### config.mk
export PLATFORM = sky130hd
export DESIGN_NAME = inode_cache_directory
export DESIGN_NICKNAME = d
export VERILOG_FILES = /design/src/rtl/icd_pkg.sv /design/src/rtl/inode_cache_directory.sv /design/src/rtl/icd_ram.sv
export SDC_FILE = /design/constraint.sdc
export NUM_CORES = 2
export LEC_CHECK = 0
export ABC_AREA = 1
export BUFFER_PORTS_ARGS = -buffer_cell sky130_fd_sc_hd__buf_2
export CORE_MARGIN = 3
export CORE_UTILIZATION = 50
export DETAILED_ROUTE_END_ITERATION = 10
export PLACE_DENSITY_LB_ADDON = 0.08
export SYNTH_ARGS = -nofsm -noshare
export SYNTH_HDL_FRONTEND = slang
export SYNTH_SLANG_ARGS = --single-unit
export TNS_END_PERCENT = 100
### constraint.sdc
create_clock -name clk_i -period 6.1 [get_ports clk_i]
set_clock_uncertainty 0.1 [all_clocks]
set_input_delay 0.61 -clock clk_i [delete_from_list [all_inputs] [get_ports clk_i]]
set_output_delay 0.61 -clock clk_i [all_outputs]
set_load 0.005 [all_outputs]
### src/rtl/icd_pkg.sv
// Shared constants, codes, types and helpers of the inode cache directory.
package icd_pkg;

  localparam int CACHE_SLOTS     = 64;
  localparam int REFCOUNT_BITS   = 8;
  localparam int RESERVED_NUMBER = 1;
  localparam int MAX_OUT         = 64;

  localparam int SLOT_W   = $clog2(CACHE_SLOTS);
  localparam int CNT_W    = $clog2(CACHE_SLOTS + 1);
  localparam int FOUND_W  = $clog2(MAX_OUT + 1);

  localparam logic [31:0] RESERVED_TAG = 32'(RESERVED_NUMBER);

  localparam logic [1:0] OP_REQUEST    = 2'd0;
  localparam logic [1:0] OP_RELEASE    = 2'd1;
  localparam logic [1:0] OP_MARK_DIRTY = 2'd2;
  localparam logic [1:0] OP_FLUSH      = 2'd3;

  localparam logic [2:0] ST_DONE      = 3'd0;
  localparam logic [2:0] ST_MISS      = 3'd1;
  localparam logic [2:0] ST_REJECT    = 3'd2;
  localparam logic [2:0] ST_FULL      = 3'd3;
  localparam logic [2:0] ST_UNDERFLOW = 3'd4;

  typedef struct packed {
    logic                     dirty;
    logic [REFCOUNT_BITS-1:0] refcnt;
    logic [31:0]              tag;
  } entry_t;

  typedef struct packed {
    logic [2:0]  status;
    logic [5:0]  slot;
    logic        wb_valid;
    logic [31:0] wb_number;
    logic        fetch_valid;
    logic        last;
  } result_t;

  function automatic result_t make_result(logic [2:0] status, logic [5:0] slot,
                                          logic wb_valid, logic [31:0] wb_number,
                                          logic fetch_valid, logic last);
    result_t r;
    r.status      = status;
    r.slot        = slot;
    r.wb_valid    = wb_valid;
    r.wb_number   = wb_number;
    r.fetch_valid = fetch_valid;
    r.last        = last;
    return r;
  endfunction

endpackage

### src/rtl/inode_cache_directory.sv
// Top level of the inode cache directory: sequencer, slot store and result register.
//
// Channel  Side    Signals                      Contents
// s_axis   slave   tvalid tready tdata tuser    one request: operation, number, slot
// m_axis   master  tvalid tready tdata tuser    one result; tlast marks the final one
//
// A request probes one slot a cycle through the slot RAM read port, at most CACHE_SLOTS
// slots, starting at the slot given by the low bits of the number.
// Release and mark dirty read their slot and then check it; flush reads and checks each slot in turn.
// Reset clears the per-slot valid bits at once, so no clearing pass runs.
// A result that is not taken stalls the sequencer; the slave side is ready only when idle.
module inode_cache_directory (
  input  logic        clk_i,
  input  logic        rst_ni,
  input  logic        s_axis_tvalid_i,
  output logic        s_axis_tready_o,
  input  logic [39:0] s_axis_tdata_i,   // object_number[31:0], slot_index[37:32], zero
  input  logic [1:0]  s_axis_tuser_i,   // operation[1:0]
  output logic        m_axis_tvalid_o,
  input  logic        m_axis_tready_i,
  output logic [39:0] m_axis_tdata_o,   // result_slot[5:0], writeback_valid[6],
                                        // writeback_number[38:7], fetch_valid[39]
  output logic [2:0]  m_axis_tuser_o,   // status[2:0]
  output logic        m_axis_tlast_o    // last_result
);
  import icd_pkg::*;

  localparam logic [3:0] S_IDLE    = 4'd0;
  localparam logic [3:0] S_PROBE   = 4'd2;
  localparam logic [3:0] S_RMW_RD  = 4'd3;
  localparam logic [3:0] S_RMW_CHK = 4'd4;
  localparam logic [3:0] S_FL_RD   = 4'd5;
  localparam logic [3:0] S_FL_CHK  = 4'd6;
  localparam logic [3:0] S_FL_END  = 4'd7;
  localparam logic [3:0] S_FIN     = 4'd8;

  localparam logic [SLOT_W-1:0] LAST_SLOT = SLOT_W'(CACHE_SLOTS - 1);

  logic [3:0]             state_q, state_d;
  logic [1:0]             op_q, op_d;
  logic [31:0]            num_q, num_d;
  logic [SLOT_W-1:0]      slot_q, slot_d;
  logic [CNT_W-1:0]       iss_cnt_q, iss_cnt_d;
  logic                   chk_vld_q, chk_vld_d;
  logic [SLOT_W-1:0]      chk_slot_q, chk_slot_d;
  logic                   vic_found_q, vic_found_d;
  logic [SLOT_W-1:0]      vic_slot_q, vic_slot_d;
  logic                   vic_wb_q, vic_wb_d;
  logic [31:0]            vic_tag_q, vic_tag_d;
  result_t                res_q, res_d;
  logic                   wr_q, wr_d;
  logic [SLOT_W-1:0]      wr_addr_q, wr_addr_d;
  entry_t                 wr_data_q, wr_data_d;
  logic [FOUND_W-1:0]     found_q, found_d;
  logic                   out_vld_q, out_vld_d;
  result_t                out_q;
  logic [CACHE_SLOTS-1:0] valid_q, valid_d;

  logic              rd_en;
  logic [SLOT_W-1:0] rd_addr;
  entry_t            rd_data;
  entry_t            ent;
  logic              ram_we;
  logic              out_free;
  logic              out_load;
  logic              in_accept;
  logic [5:0]        in_idx;

  assign in_accept = s_axis_tvalid_i && s_axis_tready_o;
  assign in_idx    = s_axis_tdata_i[37:32];
  assign out_free  = !out_vld_q || m_axis_tready_i;
  assign ram_we    = (state_q == S_FIN) && out_free && wr_q;

  always_comb begin
    ent = rd_data;
    if (!valid_q[chk_slot_q]) begin
      ent.dirty  = 1'b0;
      ent.refcnt = '0;
      ent.tag    = RESERVED_TAG;
    end
  end

  always_comb begin
    logic [SLOT_W-1:0]        slot_next;
    logic [REFCOUNT_BITS-1:0] ref_inc;
    logic                     cand;
    logic [FOUND_W-1:0]       found_inc;
    state_d     = state_q;
    op_d        = op_q;
    num_d       = num_q;
    slot_d      = slot_q;
    iss_cnt_d   = iss_cnt_q;
    chk_vld_d   = chk_vld_q;
    chk_slot_d  = chk_slot_q;
    vic_found_d = vic_found_q;
    vic_slot_d  = vic_slot_q;
    vic_wb_d    = vic_wb_q;
    vic_tag_d   = vic_tag_q;
    res_d       = res_q;
    wr_d        = wr_q;
    wr_addr_d   = wr_addr_q;
    wr_data_d   = wr_data_q;
    found_d     = found_q;
    valid_d     = valid_q;
    rd_en       = 1'b0;
    rd_addr     = slot_q;
    out_load    = 1'b0;
    slot_next   = (slot_q == LAST_SLOT) ? '0 : slot_q + 1'b1;
    ref_inc     = (ent.refcnt == '1) ? ent.refcnt : ent.refcnt + 1'b1;
    cand        = ent.dirty && (ent.tag != RESERVED_TAG);
    found_inc   = found_q + 1'b1;

    unique case (state_q)
      S_IDLE: begin
        if (in_accept) begin
          op_d        = s_axis_tuser_i;
          num_d       = s_axis_tdata_i[31:0];
          wr_d        = 1'b0;
          iss_cnt_d   = '0;
          chk_vld_d   = 1'b0;
          vic_found_d = 1'b0;
          found_d     = '0;
          unique case (s_axis_tuser_i)
            OP_REQUEST: begin
              if (s_axis_tdata_i[31:0] <= RESERVED_TAG) begin
                res_d   = make_result(ST_REJECT, '0, 1'b0, '0, 1'b0, 1'b1);
                state_d = S_FIN;
              end else begin
                slot_d  = s_axis_tdata_i[SLOT_W-1:0];
                state_d = S_PROBE;
              end
            end
            OP_RELEASE, OP_MARK_DIRTY: begin
              if (32'(in_idx) < 32'(CACHE_SLOTS)) begin
                slot_d  = SLOT_W'(in_idx);
                state_d = S_RMW_RD;
              end else begin
                res_d   = make_result(ST_DONE, in_idx, 1'b0, '0, 1'b0, 1'b1);
                state_d = S_FIN;
              end
            end
            OP_FLUSH: begin
              slot_d  = '0;
              state_d = S_FL_RD;
            end
          endcase
        end
      end
      S_PROBE: begin
        rd_en     = iss_cnt_q != CNT_W'(CACHE_SLOTS);
        chk_vld_d = rd_en;
        if (rd_en) begin
          slot_d     = slot_next;
          iss_cnt_d  = iss_cnt_q + 1'b1;
          chk_slot_d = slot_q;
        end
        if (chk_vld_q) begin
          if (ent.tag == num_q) begin
            wr_d      = 1'b1;
            wr_addr_d = chk_slot_q;
            wr_data_d = {ent.dirty, ref_inc, ent.tag};
            res_d     = make_result(ST_DONE, 6'(chk_slot_q), 1'b0, '0, 1'b0, 1'b1);
            state_d   = S_FIN;
          end else if (!vic_found_q && (ent.tag == RESERVED_TAG || ent.refcnt == '0)) begin
            vic_found_d = 1'b1;
            vic_slot_d  = chk_slot_q;
            vic_wb_d    = cand;
            vic_tag_d   = ent.tag;
          end
        end else if (!rd_en) begin
          if (vic_found_q) begin
            wr_d      = 1'b1;
            wr_addr_d = vic_slot_q;
            wr_data_d = {1'b0, REFCOUNT_BITS'(1), num_q};
            res_d     = make_result(ST_MISS, 6'(vic_slot_q), vic_wb_q,
                                    vic_wb_q ? vic_tag_q : 32'd0, 1'b1, 1'b1);
          end else begin
            res_d = make_result(ST_FULL, '0, 1'b0, '0, 1'b0, 1'b1);
          end
          state_d = S_FIN;
        end
      end
      S_RMW_RD: begin
        rd_en      = 1'b1;
        chk_slot_d = slot_q;
        state_d    = S_RMW_CHK;
      end
      S_RMW_CHK: begin
        wr_addr_d = slot_q;
        res_d     = make_result(ST_DONE, 6'(slot_q), 1'b0, '0, 1'b0, 1'b1);
        if (op_q == OP_MARK_DIRTY) begin
          wr_d      = 1'b1;
          wr_data_d = {1'b1, ent.refcnt, ent.tag};
        end else if (ent.refcnt == '0) begin
          res_d.status = ST_UNDERFLOW;
        end else begin
          wr_d      = 1'b1;
          wr_data_d = {ent.dirty, ent.refcnt - 1'b1, ent.tag};
        end
        state_d = S_FIN;
      end
      S_FL_RD: begin
        rd_en      = 1'b1;
        chk_slot_d = slot_q;
        state_d    = S_FL_CHK;
      end
      S_FL_CHK: begin
        if (!(cand && found_q != '0 && !out_free)) begin
          if (cand) begin
            out_load = found_q != '0;
            res_d    = make_result(ST_DONE, 6'(chk_slot_q), 1'b1, ent.tag, 1'b0, 1'b0);
            found_d  = found_inc;
          end
          if ((cand && found_inc == FOUND_W'(MAX_OUT)) || slot_q == LAST_SLOT) begin
            state_d = S_FL_END;
          end else begin
            slot_d  = slot_next;
            state_d = S_FL_RD;
          end
        end
      end
      S_FL_END: begin
        if (found_q == '0) begin
          res_d = make_result(ST_DONE, '0, 1'b0, '0, 1'b0, 1'b1);
        end else begin
          res_d.last = 1'b1;
        end
        state_d = S_FIN;
      end
      S_FIN: begin
        if (out_free) begin
          out_load = 1'b1;
          if (wr_q) begin
            valid_d[wr_addr_q] = 1'b1;
          end
          state_d = S_IDLE;
        end
      end
      default: begin
        state_d = S_IDLE;
      end
    endcase

    if (out_load) begin
      out_vld_d = 1'b1;
    end else if (m_axis_tready_i) begin
      out_vld_d = 1'b0;
    end else begin
      out_vld_d = out_vld_q;
    end
  end

  always_ff @(posedge clk_i or negedge rst_ni) begin
    if (!rst_ni) begin
      state_q   <= S_IDLE;
      out_vld_q <= 1'b0;
      valid_q   <= '0;
      chk_vld_q <= 1'b0;
      wr_q      <= 1'b0;
    end else begin
      state_q   <= state_d;
      out_vld_q <= out_vld_d;
      valid_q   <= valid_d;
      chk_vld_q <= chk_vld_d;
      wr_q      <= wr_d;
    end
  end

  always_ff @(posedge clk_i) begin
    op_q        <= op_d;
    num_q       <= num_d;
    slot_q      <= slot_d;
    iss_cnt_q   <= iss_cnt_d;
    chk_slot_q  <= chk_slot_d;
    vic_found_q <= vic_found_d;
    vic_slot_q  <= vic_slot_d;
    vic_wb_q    <= vic_wb_d;
    vic_tag_q   <= vic_tag_d;
    res_q       <= res_d;
    wr_addr_q   <= wr_addr_d;
    wr_data_q   <= wr_data_d;
    found_q     <= found_d;
    if (out_load) begin
      out_q <= res_q;
    end
  end

  icd_ram #(
    .WIDTH($bits(entry_t)),
    .DEPTH(CACHE_SLOTS)
  ) u_slot_ram (
    .clk_i  (clk_i),
    .we_i   (ram_we),
    .waddr_i(wr_addr_q),
    .wdata_i(wr_data_q),
    .re_i   (rd_en),
    .raddr_i(rd_addr),
    .rdata_o(rd_data)
  );

  assign s_axis_tready_o = state_q == S_IDLE;
  assign m_axis_tvalid_o = out_vld_q;
  assign m_axis_tdata_o  = {out_q.fetch_valid, out_q.wb_number, out_q.wb_valid, out_q.slot};
  assign m_axis_tuser_o  = out_q.status;
  assign m_axis_tlast_o  = out_q.last;

endmodule

### src/rtl/icd_ram.sv
// Generic single-port-write, single-port-read RAM with registered read data.
module icd_ram #(
  parameter int WIDTH = 8,
  parameter int DEPTH = 64
) (
  input  logic                     clk_i,
  input  logic                     we_i,
  input  logic [$clog2(DEPTH)-1:0] waddr_i,
  input  logic [WIDTH-1:0]         wdata_i,
  input  logic                     re_i,
  input  logic [$clog2(DEPTH)-1:0] raddr_i,
  output logic [WIDTH-1:0]         rdata_o
);

  logic [WIDTH-1:0] mem_q [DEPTH];
  logic [WIDTH-1:0] rdata_q;

  always_ff @(posedge clk_i) begin
    if (we_i) begin
      mem_q[waddr_i] <= wdata_i;
    end
    if (re_i) begin
      rdata_q <= mem_q[raddr_i];
    end
  end

  assign rdata_o = rdata_q;

endmodule

==> flow_summary.ini <==
[run_status]
outcome = completed

[critical_path]
setup_crit_end_kind = flop
setup.worst_path.class = flop to flop
reg2regPathDepth = 22
worst_ep_arrival_time_ns = 5.15
critical_path_required_ns = 6.60
reg2reg_slack_ns = 1.45
cpMaxStageDelayCell = edfxtp_1
critical_path.max_fanout = 68
crit_buf_inv = 4
critical_path.max_stage_delay_ns = 0.93
cpMostUsedCell = nand2_1
crit_path_cell_trace = inv_4 > nand3_1 > nand3_1 > nand2_1 > nand2_1 > nand3_1 > nand3_1 > nand2_2 > buf_12 > nand2_1 > inv_2 > nand2_1 > nand2_1 > nand2_1 > nor2_1 > nand2_1 > nor2_1 > nand2_1 > nand3_2 > nand3_1 > nor2_4 > buf_12
worst_setup_path_start_kind = flop
crit_family = simple AND/OR/NAND/NOR gates
crit-reg2reg-launch = chk_slot_q[1]
critical_path.reg2reg.endpoint = wr_data_q[31]

[cts]
cts_repair_resize_count = 0
htree_num_levels = 5
clock_insertion_delay_worst_skew_ns = 0.93
clkTransAtPathRegs_ns = 0.06
post_cts.repair.setup_buffers = 0
clock_sinks = 2971
maximum_clock_insertion_buffer_count = 4
cts_made_buffers = 324
clockRootBuffer = clkbuf_16
tritoncts = done

[global_routing]
grt_antenna_before_repair = 17
grt_first_pass_wirelength_um = 497000
grt-busiest-layer = met1
first_global_vias = 71300
groute.layer.met2.usage = 0.423
grt_use_met1 = 0.431
grt_max_degree = 177
gr-usage-all-layers = 0.283
grt_overflow_total = 0
grt_use_met3 = 0.0497

[synth]
yosysWarnings = 0
synth_sequential_area_ratio = 0.762
synth.top_cell.area_share = 0.747
synthesis.instances = 8934
synth_area_leader_cell = edfxtp_1
ys_types = 43
mappedNetlistArea_mm2 = 0.117
post_synth_main_area_contributors = edfxtp_1 (75%), o21ai_0 (7.5%), nor2_1 (6.3%)
synthesized_net_count = 8991
synth.ff_latch_count = 2971
syn-mean-instance-area_um2 = 13.1

[floorplan]
fp.dieH_um = 489
initial_utilization = 0.505
rows = 176
die_w_um = 489
dieArea_mm2 = 0.239
core_area_mm2 = 0.231
pin_count = 92

[min_path]
timing.hold.worst_endpoint = rd_addr[1]
min_path_cells = 5
min-delay-path-class = primary input to flop
hold_path.startpoint = s_axis_tdata_i[33]

[power]
ir_worst_vdd_v = 0.000364
cellLeakagePower_nw = 43.0
power_density_mw_per_mm2 = 524
report.power.total_mw = 69.2

[timing]
setup-tns-final_ns = 0
final-setup-viol-count = 0
setup_repair_after_global_routing_missed_its_margin = false
final_max_slew_viol_count = 0
tightest_slew_ns = 1.21
fin_crit_sh = 0.762
maximum_achievable_frequency_mhz = 215
timing.slew.headroom = 0.188
timing_hold_violations_final = 0
finalWorstPathRequiredPeriod_ns = 4.65
holdWs_ns = 0.109

[run]
max_cap_viol_count = 0

[routing]
route.vias.total = 76100
drt_wl_total_um = 344000
route.detailed.wl_per_inst_um = 28.0
drt-vias-per-instance = 6.19
initialDrtViolationCount = 9750
drtPass1Iterations = 8
remaining_drc_errors = 0
ant_nets = 0

[final_layout]
layout.area.seq_mm2 = 0.0889
nNetsFinal = 9085
final.fill_count = 18400
multi_input_comb_area_mm2 = 0.0253
synthToLayoutAreaGrowth_pct = 13.1
drive_above_1_share = 0.0995

[place]
globalplace.congestion = 0.884
portBuffers = 89
dp.final_hpwl_um = 185000
worst max path at each step:
stage	startpoint	to	slack, ns	cells after the start
2_1_floorplan	chk_slot_q[1]	res_q[10]	1.66	21
3_3_place_gp	chk_slot_q[1]	wr_data_q[29]	1.44	22
3_5_place_dp	chk_slot_q[1]	wr_data_q[30]	1.49	22
4_1_cts	chk_slot_q[1]	wr_data_q[27]	1.48	22
5_1_grt	chk_slot_q[1]	wr_data_q[27]	1.16	22
6_report	chk_slot_q[1]	wr_data_q[31]	1.45	22
where the power goes:
group	internal [mW]	total (mW)	switching [mW]
combinational	5.74	23.8	18.0
sequential	26.2	26.9	0.700
clock	10.7	18.5	7.72
total	42.7	69.2	26.5
cell type report:
| type | instances | area share |
|---|---|---|
| Clock buffer | 404 | 0.0645 |
| Antenna cell | 7 | 0.000133 |
| Sequential cell | 2971 | 0.674 |
| Tap cell | 3026 | 0.0287 |
| Multi-Input combinational cell | 5196 | 0.192 |
| Clock inverter | 149 | 0.00986 |
| Inverter | 153 | 0.00462 |
| Timing Repair Buffer | 382 | 0.0265 |
metrics by stage:
step | std cells | utilization | area [um^2] | setup slack, ns
floorplan | 8934 | - | 117000 | 1.66
global placement | 11700 | 0.527 | 122000 | 1.44
detailed placement | 11700 | 0.527 | 122000 | 1.49
CTS | 12300 | 0.571 | 132000 | 1.48
global route | 12300 | 0.571 | 132000 | 1.16
finish | 12300 | 0.571 | 132000 | 1.45
routing by layer:
layer | part of all wire | vias to the layer above
li1 | - | 33400
met1 | 0.44 | 38600
met2 | 0.44 | 3573
met3 | 0.092 | 534
met4 | 0.025 | 8
met5 | 0.00018 | -
Yosys cell counts, drive strengths merged:
cell type and number:
edfxtp 2900, nor2 1953, o21ai 1742, o22ai 810, clkbuf 581, nand2 290
inv 151, nand3 148, dfrtp 71, or2 65, o32ai 54, a21oi 49
buf 33, nand4 12, ha 11, nor3 9, o41ai 9, xnor2 7
nor4 6, xor2 6, o221ai 5, nand3b 4, a31oi 3, o211ai 3
a22oi 2, clkinv 2, nor3b 2, a32o 1, a32oi 1, and3 1
nor4b 1, o2111ai 1, o21a 1
state kept, by name (all words and copies together), names as in the netlist, 2 cells and up:
register	flops
state_q	4
u_slot_ram.mem_q	2624
wr_addr_q	6
found_q	7
op_q	2
vic_slot_q	6
iss_cnt_q	7
wr_data_q	41
u_slot_ram.rdata_o	41
m_axis_tdata_o	40
vic_tag_q	32
valid_q	64
rd_addr	6
chk_slot_q	6
num_q	32
m_axis_tuser_o	3
res_q	44
cells by family after synthesis:
family | after synthesis | share of synthesized area
xor+xnor | 13 | 0.000976
simple gates | 2491 | 0.0842
fa+ha+maj | 11 | 0.00118
buf+inv | 767 | 0.0254
flops | 2971 | 0.762
compound gates | 2681 | 0.126
repair_timing:
item	in CTS	in global routing
hold buffers	36	0
endpoints found under the setup margin	0	0
hold endpoints to repair	106	0
worst reg2reg max path: cells and delay by family (launching register included):
kind	cells	cell delay, ns
DFF	1	0.93
and+or+nand+nor	18	2.40
buffers and inverters	4	0.91
cells in the final DEF, fill, tap and decap left out, types with 6 or more instances in the layout:
cell,netlist,routed
a21oi_1,49,49
buf_12,0,61
buf_2,7,88
buf_4,7,197
bufinv_16,0,21
clkbuf_1,581,73
clkbuf_16,0,327
clkinv_1,2,67
clkinv_2,0,44
clkinv_8,0,6
dfrtp_1,71,71
diode_2,0,7
dlygate4sd3_1,0,36
edfxtp_1,2900,2900
ha_1,11,11
inv_1,137,133
inv_2,12,11
nand2_1,290,287
nand3_1,145,145
nand4_1,12,12
nor2_1,1952,1885
nor2_4,0,67
nor3_1,7,7
nor4_1,6,6
o21ai_0,1737,1737
o22ai_1,810,810
o32ai_1,54,54
o41ai_1,9,9
or2_2,65,65
xnor2_1,7,7
xor2_1,6,6
(Power assumes the default switching activity.)
